[src/rtl/ppl_pkg.sv]
// shared constants and types of the position pd loop
package ppl_pkg;

    // default sizes of the angle and of the multi-turn position
    localparam int ANGLE_BITS_DEF    = 16;
    localparam int POSITION_BITS_DEF = 32;

    // fixed field widths
    localparam int TARGET_W   = 32;
    localparam int CMD_W      = 16;
    localparam int POS_OUT_W  = 32;
    localparam int GAIN_W     = 16;
    localparam int LIMIT_W    = 15;
    localparam int FRAC_BITS  = 8;

    // error and error change are capped to +-2^40 before the products
    localparam int CAP_W      = 42;

    // configuration port
    localparam int CFG_IDX_W  = 2;
    localparam int CFG_DATA_W = 16;

    typedef enum logic [CFG_IDX_W-1:0] {
        CFG_REVERSE_DIRECTION = 2'd0,
        CFG_PROP_GAIN         = 2'd1,
        CFG_DERIV_GAIN        = 2'd2,
        CFG_OUT_LIMIT         = 2'd3
    } t_cfg_idx;

endpackage

[src/rtl/position_pd_loop.sv]
// position pd controller with angle unwrap and output saturation
//
//  channel   direction  payload (low bits first)                  handshake
//  s_axis    in         tdata: angle, target_pos, zero pad        tvalid/tready
//  m_axis    out        tdata: speed_cmd, position; tuser: limited tvalid/tready
//  cfg       in         i_cfg_addr, i_cfg_wdata                   i_cfg_we
//
// Three register stages: position/error update, gain multipliers, sum with
// rounding and clamp. One sample is taken every cycle unless m_axis stalls.
// Position and error history update in the first stage as a sample is taken.
// Synchronous active-low reset clears state, gains and limit.
// A stalled m_axis holds all stages and drops s_axis_tready.
module position_pd_loop #(
    parameter int ANGLE_BITS    = ppl_pkg::ANGLE_BITS_DEF,
    parameter int POSITION_BITS = ppl_pkg::POSITION_BITS_DEF,
    parameter int IN_DATA_W     = ((ANGLE_BITS + ppl_pkg::TARGET_W + 7) / 8) * 8
) (
    input  logic                           i_clk,
    input  logic                           i_rst_n,
    // configuration writes
    input  logic                           i_cfg_we,
    input  logic [ppl_pkg::CFG_IDX_W-1:0]  i_cfg_addr,
    input  logic [ppl_pkg::CFG_DATA_W-1:0] i_cfg_wdata,
    // sample stream
    input  logic                           s_axis_tvalid,
    output logic                           s_axis_tready,
    input  logic [IN_DATA_W-1:0]           s_axis_tdata,  // angle, target_pos, pad
    // command stream
    output logic                           m_axis_tvalid,
    input  logic                           m_axis_tready,
    output logic [47:0]                    m_axis_tdata,  // speed_cmd, position
    output logic [0:0]                     m_axis_tuser   // limited
);

    localparam int AW      = ANGLE_BITS;
    localparam int PW      = POSITION_BITS;
    localparam int ERR_W   = ((PW > ppl_pkg::TARGET_W) ? PW : ppl_pkg::TARGET_W) + 1;
    localparam int DIFF_W  = ERR_W + 1;
    localparam int EXT_W   = (DIFF_W > ppl_pkg::CAP_W) ? DIFF_W : ppl_pkg::CAP_W;
    localparam int PROD_W  = ppl_pkg::GAIN_W + ppl_pkg::CAP_W;
    localparam int SUM_W   = PROD_W + 1;
    localparam int TW      = ppl_pkg::TARGET_W;
    localparam int CW      = ppl_pkg::CMD_W;
    localparam int OW      = ppl_pkg::POS_OUT_W;
    localparam int LW      = ppl_pkg::LIMIT_W;
    localparam int FB      = ppl_pkg::FRAC_BITS;

    localparam logic signed [AW+1:0]    HALF   = (AW+2)'(1) << (AW - 1);
    localparam logic signed [AW+1:0]    FULL   = (AW+2)'(1) << AW;
    localparam logic signed [EXT_W-1:0] CAP_HI = (EXT_W)'(1) << (ppl_pkg::CAP_W - 2);
    localparam logic signed [EXT_W-1:0] CAP_LO = -CAP_HI;
    localparam logic signed [SUM_W-1:0] RND    = (SUM_W)'(1) << (FB - 1);

    // configuration registers
    logic                                r_reverse;
    logic signed [ppl_pkg::GAIN_W-1:0]   r_prop_gain;
    logic signed [ppl_pkg::GAIN_W-1:0]   r_deriv_gain;
    logic        [LW-1:0]                r_out_limit;

    // loop state
    logic        [AW-1:0]                r_prev_angle;
    logic                                r_primed;
    logic signed [PW-1:0]                r_accum;
    logic signed [ERR_W-1:0]             r_prev_err;

    // pipeline registers
    logic                                r_v1, r_v2, r_v3;
    logic signed [ppl_pkg::CAP_W-1:0]    r_err_c, r_derr_c;
    logic                                r_err_pos1, r_err_pos2;
    logic        [OW-1:0]                r_pos1, r_pos2, r_pos3;
    logic signed [PROD_W-1:0]            r_p_prod, r_d_prod;
    logic        [CW-1:0]                r_cmd;
    logic                                r_limited;

    // stage one signals
    logic        [AW-1:0]                in_angle;
    logic signed [TW-1:0]                in_target;
    logic signed [AW+1:0]                raw_step, wrap_step;
    logic signed [AW:0]                  step;
    logic signed [PW:0]                  pos_sum;
    logic signed [PW-1:0]                n_accum;
    logic signed [ERR_W-1:0]             n_err;
    logic signed [DIFF_W-1:0]            derr;
    logic signed [EXT_W-1:0]             err_x, derr_x;
    logic signed [ppl_pkg::CAP_W-1:0]    n_err_c, n_derr_c;
    logic                                advance, take;

    // stage three signals
    logic signed [PROD_W-1:0]            p_abs;
    logic        [PROD_W-1:0]            lim_scaled;
    logic signed [SUM_W-1:0]             pd_sum, pd_q;
    logic signed [SUM_W-1:0]             lim_pos, lim_neg;
    logic                                force_lim;
    logic        [CW-1:0]                n_cmd;
    logic                                n_limited;

    // flow control: every stage moves while the output slot is free or taken
    assign advance       = !r_v3 || m_axis_tready;
    assign s_axis_tready = advance;
    assign take          = s_axis_tvalid && advance;

    assign in_angle  = s_axis_tdata[AW-1:0];
    assign in_target = s_axis_tdata[AW+TW-1:AW];

    // angle unwrap, direction and saturating position update
    always_comb begin
        raw_step = $signed({2'b00, in_angle}) - $signed({2'b00, r_prev_angle});
        if (raw_step > HALF) begin
            wrap_step = raw_step - FULL;
        end else if (raw_step < -HALF) begin
            wrap_step = raw_step + FULL;
        end else begin
            wrap_step = raw_step;
        end
        step = r_reverse ? -wrap_step[AW:0] : wrap_step[AW:0];
        pos_sum = (PW+1)'(r_accum) + (PW+1)'(step);
        if (!r_primed) begin
            n_accum = r_accum;
        end else if (pos_sum[PW] != pos_sum[PW-1]) begin
            n_accum = pos_sum[PW] ? {1'b1, {(PW-1){1'b0}}} : {1'b0, {(PW-1){1'b1}}};
        end else begin
            n_accum = pos_sum[PW-1:0];
        end
    end

    // error, error change and their caps
    always_comb begin
        n_err  = (ERR_W)'(in_target) - (ERR_W)'(n_accum);
        derr   = (DIFF_W)'(n_err) - (DIFF_W)'(r_prev_err);
        err_x  = (EXT_W)'(n_err);
        derr_x = (EXT_W)'(derr);
        if (err_x > CAP_HI) begin
            n_err_c = CAP_HI[ppl_pkg::CAP_W-1:0];
        end else if (err_x < CAP_LO) begin
            n_err_c = CAP_LO[ppl_pkg::CAP_W-1:0];
        end else begin
            n_err_c = err_x[ppl_pkg::CAP_W-1:0];
        end
        if (derr_x > CAP_HI) begin
            n_derr_c = CAP_HI[ppl_pkg::CAP_W-1:0];
        end else if (derr_x < CAP_LO) begin
            n_derr_c = CAP_LO[ppl_pkg::CAP_W-1:0];
        end else begin
            n_derr_c = derr_x[ppl_pkg::CAP_W-1:0];
        end
    end

    // forcing test, rounding and clamp
    always_comb begin
        p_abs      = r_p_prod[PROD_W-1] ? -r_p_prod : r_p_prod;
        lim_scaled = (PROD_W)'({r_out_limit, {FB{1'b0}}});
        force_lim  = (r_out_limit != '0) && (r_prop_gain != '0) &&
                     ($unsigned(p_abs) > lim_scaled);
        pd_sum     = (SUM_W)'(r_p_prod) + (SUM_W)'(r_d_prod) + RND;
        pd_q       = pd_sum >>> FB;
        lim_pos    = $signed((SUM_W)'(r_out_limit));
        lim_neg    = -lim_pos;
        n_limited  = 1'b1;
        if (force_lim) begin
            n_cmd = r_err_pos2 ? lim_pos[CW-1:0] : lim_neg[CW-1:0];
        end else if (pd_q > lim_pos) begin
            n_cmd = lim_pos[CW-1:0];
        end else if (pd_q < lim_neg) begin
            n_cmd = lim_neg[CW-1:0];
        end else begin
            n_cmd     = pd_q[CW-1:0];
            n_limited = 1'b0;
        end
    end

    // configuration writes
    always_ff @(posedge i_clk) begin
        if (!i_rst_n) begin
            r_reverse    <= 1'b0;
            r_prop_gain  <= '0;
            r_deriv_gain <= '0;
            r_out_limit  <= '0;
        end else if (i_cfg_we) begin
            unique case (ppl_pkg::t_cfg_idx'(i_cfg_addr))
                ppl_pkg::CFG_REVERSE_DIRECTION: r_reverse    <= i_cfg_wdata[0];
                ppl_pkg::CFG_PROP_GAIN:         r_prop_gain  <= i_cfg_wdata[ppl_pkg::GAIN_W-1:0];
                ppl_pkg::CFG_DERIV_GAIN:        r_deriv_gain <= i_cfg_wdata[ppl_pkg::GAIN_W-1:0];
                ppl_pkg::CFG_OUT_LIMIT:         r_out_limit  <= i_cfg_wdata[LW-1:0];
                default: ;
            endcase
        end
    end

    // loop state, updated on each sample transfer
    always_ff @(posedge i_clk) begin
        if (!i_rst_n) begin
            r_prev_angle <= '0;
            r_primed     <= 1'b0;
            r_accum      <= '0;
            r_prev_err   <= '0;
        end else if (take) begin
            r_prev_angle <= in_angle;
            r_primed     <= 1'b1;
            r_accum      <= n_accum;
            r_prev_err   <= n_err;
        end
    end

    // stage valid bits
    always_ff @(posedge i_clk) begin
        if (!i_rst_n) begin
            r_v1 <= 1'b0;
            r_v2 <= 1'b0;
            r_v3 <= 1'b0;
        end else if (advance) begin
            r_v1 <= s_axis_tvalid;
            r_v2 <= r_v1;
            r_v3 <= r_v2;
        end
    end

    // payload stages
    always_ff @(posedge i_clk) begin
        if (advance) begin
            r_err_c    <= n_err_c;
            r_derr_c   <= n_derr_c;
            r_err_pos1 <= (n_err > 0);
            r_pos1     <= OW'(n_accum);
            r_p_prod   <= PROD_W'(r_prop_gain * r_err_c);
            r_d_prod   <= PROD_W'(r_deriv_gain * r_derr_c);
            r_err_pos2 <= r_err_pos1;
            r_pos2     <= r_pos1;
            r_cmd      <= n_cmd;
            r_limited  <= n_limited;
            r_pos3     <= r_pos2;
        end
    end

    assign m_axis_tvalid = r_v3;
    assign m_axis_tdata  = {r_pos3, r_cmd};
    assign m_axis_tuser  = r_limited;

endmodule
[config.mk]
export PLATFORM = sky130hd
export DESIGN_NAME = position_pd_loop
export DESIGN_NICKNAME = d
export VERILOG_FILES = /design/src/rtl/ppl_pkg.sv /design/src/rtl/position_pd_loop.sv
export SDC_FILE = /design/constraint.sdc
export NUM_CORES = 2
export LEC_CHECK = 0
export CORE_UTILIZATION = 55
export DETAILED_ROUTE_END_ITERATION = 6
export DONT_BUFFER_PORTS = 1
export GPL_ROUTABILITY_DRIVEN = 0
export PLACE_DENSITY = 0.67
export SYNTH_ARGS = -nofsm -noshare
export SYNTH_HDL_FRONTEND = slang
export SYNTH_SLANG_ARGS = --single-unit
[constraint.sdc]
create_clock -name i_clk -period 16 [get_ports i_clk]
set_input_delay 1.6 -clock i_clk [delete_from_list [all_inputs] [get_ports i_clk]]
set_output_delay 1.6 -clock i_clk [all_outputs]
set_load 0.005 [all_outputs]
==> summary.md <==
| Metric | Value |
|---|---|
| Outcome | finished, final reports clean |
| P_sw | roughly 0.005 W |
| Layout cells sized above 1 | 0.02778 |
| Iter 0 DRT Violations | between 4000 and 5000 |
| Die H | around 360 um |
| Initial cell density of the core | 0.5568 |
| Largest stage delay, worst path | roughly 740 ps |
| Worst R2R Setup Slack | 2960 ps |
| Remaining antenna violation count after routing | 0 |
| Post-CTS resize count | 0 |
| First-pass GRT wire length | roughly 300000 um |
| Yosys warns | 0 |
| Slowest-stage cell, CP | and2_0 |
| Combinational power share | 0.629 |
| DRC Markers | 0 |
| Worst-path clk slew | around 60 ps |
| Die area | about 0.13 mm2 |
| DPL Wire Length | about 150000 um |
| Post-Route WL | about 190000 um |
| Final slew viol count | 0 |
| Layout area overhead | 4.700% |
| Synth Flop Type | edfxtp_1 |
| Core Util, Final | 0.5829 |
| I/O pin count | approximately 120 |
| Synth top area cells | fa_1 33%, edfxtp_1 13%, ha_1 10% |
| Slew HR | 0.1857 |
| PwrDens | approximately 140 mW/mm2 |
| Clock Skew | about 40 ps |
| Vias in the first global route | 54260 |
| Measured slew at the worst slew-check pin | 1221 ps |
| Mapped Cells | between 7000 and 8000 |
| Multi-input combinational cell area | slightly above 0.05 mm2 |
| H-tree levels | 2 |
| Layout filler cell count | between 10000 and 15000 |
| Count leader, synth | inv_1 |
| Synth unique cells | 88 |
| Design area | 0.07235 mm2 |
| Commonest cells post-synth | 1309 x inv_1, 1153 x fa_1, 1073 x nand2_1 |
| Mapped Area | a little under 0.07 mm2 |
| Clk_lat worst skew | 660 ps |
| CP Class | input pin to register |
| RSZ-0062 raised after global routing | no |
| EDFF count, synth | 298 |
| Post-CTS Setup Bufs | 0 |
| CTS tree | yes |
| Post-synthesis register bit count | 431 |
| Area of placed instances | a little over 0.07 mm2 |
| Register share of total power | 0.250 |
| Minimum clock period | roughly 14000 ps |
| Gr ovfl total | 0 |
| Syn avg cell area | about 9.2 um2 |
| Die Wd | 356.5 um |
| R2R cell count | between 50 and 60 |
| GRT Total Usage | 0.3009 |
| Number of port buffers | 0 |
| Placement Rows | around 130 |
| Synth Net Count | between 9000 and 10000 |
| Peak supply drop | ~0.097 mV |
| Cell mode on critical path | o21ai_0 |
| Worst setup EP type | register |
| Routed vias | about 52000 |
| Critical path origin | s_axis_tdata[0] |
| Crit-path max FO | 16 |
| Via density | 5.802 |
| Critical path launch point type | input pin |
| Dominant cell type by area after synthesis | fa_1 |
| Reg area | 0.01161 mm2 |
| Endpoints failing setup | 0 |
| Setup tns final | 0 ps |
| Final nets | around 9000 |
| Setup ws final | 2427 ps |
| Total of max-cap violations | 0 |
| Wirelength per Cell | 20.79 um |
| Clock Sinks | roughly 430 |
| Crit path DAT | about 14000 ps |
| Hold WS | ~420 ps |
| Seq/Total Area, Yosys | 0.1680 |
| Largest net degree at the start of global routing | 120 |
| Fin. Hold Viols | 0 |
| Worst Setup EP | r_derr_c[31] |
| Worst min-delay path category | register to register |
| Internal power component | 0.004998 W |
| R2R Path Start | r_prev_angle[1] |
| Final period util | 0.8483 |
| Worst flop-to-flop path endpoint | r_derr_c[31] |
| Lkg Pwr | ~32 nW |
| Max Fclk | about 74 MHz |
| Core area | 0.1241 mm2 |
| Initial DRT Pass Iterations | 6 |
| CTS Buf Count | between 50 and 60 |
| Required @ worst endpoint | between 15000 and 20000 ps |
| Clock root buffer | clkbuf_16 |
| Switching share of power | 0.5066 |
| Clock Tree Buf Depth | 3 |
| Hold Crit Depth | 0 |
| Hold-fix buffers at CTS | 0 |
| Async SR Flop Fraction | 0 |
| Yosys top cell area share | 0.3340 |
| Clock power share | 0.122 |
| Initial antenna violation count | 2 |
| Worst slack, placed | 1915 ps |
## stage by stage
step / instances / total power [W]
floorplan: 7477 / 0.006823
global placement: 8882 / 0.008609
detailed placement: 8882 / 0.008759
CTS: 8980 / 0.01006
global route: 8980 / 0.01097
finish: 8982 / 0.01013
## kinds of logic after synthesis
group           synth area share
buf+inv                  0.08787
compound gates            0.1078
xor+xnor                 0.03866
flops                     0.1680
mux                     0.003458
fa+ha+maj                 0.4392
simple gates              0.1550
## routing by layer
metal / up-vias / GRT usage / share of wire
met5: - / 0 / 0.000037
met4: 2 / 0.09897 / 0.035
met3: 339 / 0.06113 / 0.088
met2: 2035 / 0.4865 / 0.46
met1: 26095 / 0.4050 / 0.42
li1: 23646 / - / -
## critical path: cells and delay by family
family / cells / cell delay, ps
compound gates: 21 / 5230
simple gates: 19 / 4680
fa+ha+maj: 5 / 1680
buf+inv: 3 / 540
xor+xnor: 2 / 230
## layout make-up
cell class                      count  area share
Multi-Input combinational cell   5432      0.7108
Sequential cell                   431      0.1605
Inverter                         1310     0.06806
Tap cell                         1637     0.02831
Clock buffer                       62     0.01951
Timing Repair Buffer               72    0.007470
Clock inverter                     36    0.005274
Antenna cell                        2  0.00006917
## how the worst min path moves through the flow
stage / startpoint / endpoint / slack [ps]
after floorplan: r_err_pos1 / r_err_pos2 / 400
after global placement: r_pos1[4] / r_pos2[4] / 400
after detailed placement: r_pos1[26] / r_pos2[26] / 400
after CTS: r_pos2[24] / r_pos3[24] / 420
after global routing: r_pos1[2] / r_pos2[2] / 420
final: r_pos1[15] / r_pos2[15] / 420
## sequential cells by signal, summed over array words and instances (netlist names), 32 cells and up
signal	cells
r_pos1	32
r_accum	32
r_pos3	32
r_pos2	32
r_p_prod	58
r_prev_err	33
r_derr_c	34
r_d_prod	58
r_err_c	33
## layout by cell type (no fill, tap or decap), types with 54 or more instances in the layout
cell type / n
buf_4: 72
and2_1: 371
dfxtp_1: 130
nand3_1: 87
xor2_1: 80
a21oi_1: 292
a21o_1: 131
nand2_1: 1072
xnor2_1: 225
fa_1: 1153
nor3_1: 68
clkbuf_16: 54
o21ai_0: 209
nor2_1: 243
inv_1: 1308
nand2b_1: 102
edfxtp_1: 298
ha_1: 574
a21boi_0: 96
## power groups by stage
| stage | combinational, W | clock, W | sequential [W] |
|---|---|---|---|
| floorplan | 0.00483 | 0 | 0.00199 |
| global placement | 0.00610 | 0 | 0.00251 |
| detailed placement | 0.00625 | 0 | 0.00251 |
| CTS | 0.00631 | 0.00125 | 0.00250 |
| global route | 0.00712 | 0.00129 | 0.00256 |
| finish | 0.00637 | 0.00123 | 0.00253 |
Power figures use the tool's default switching activity.
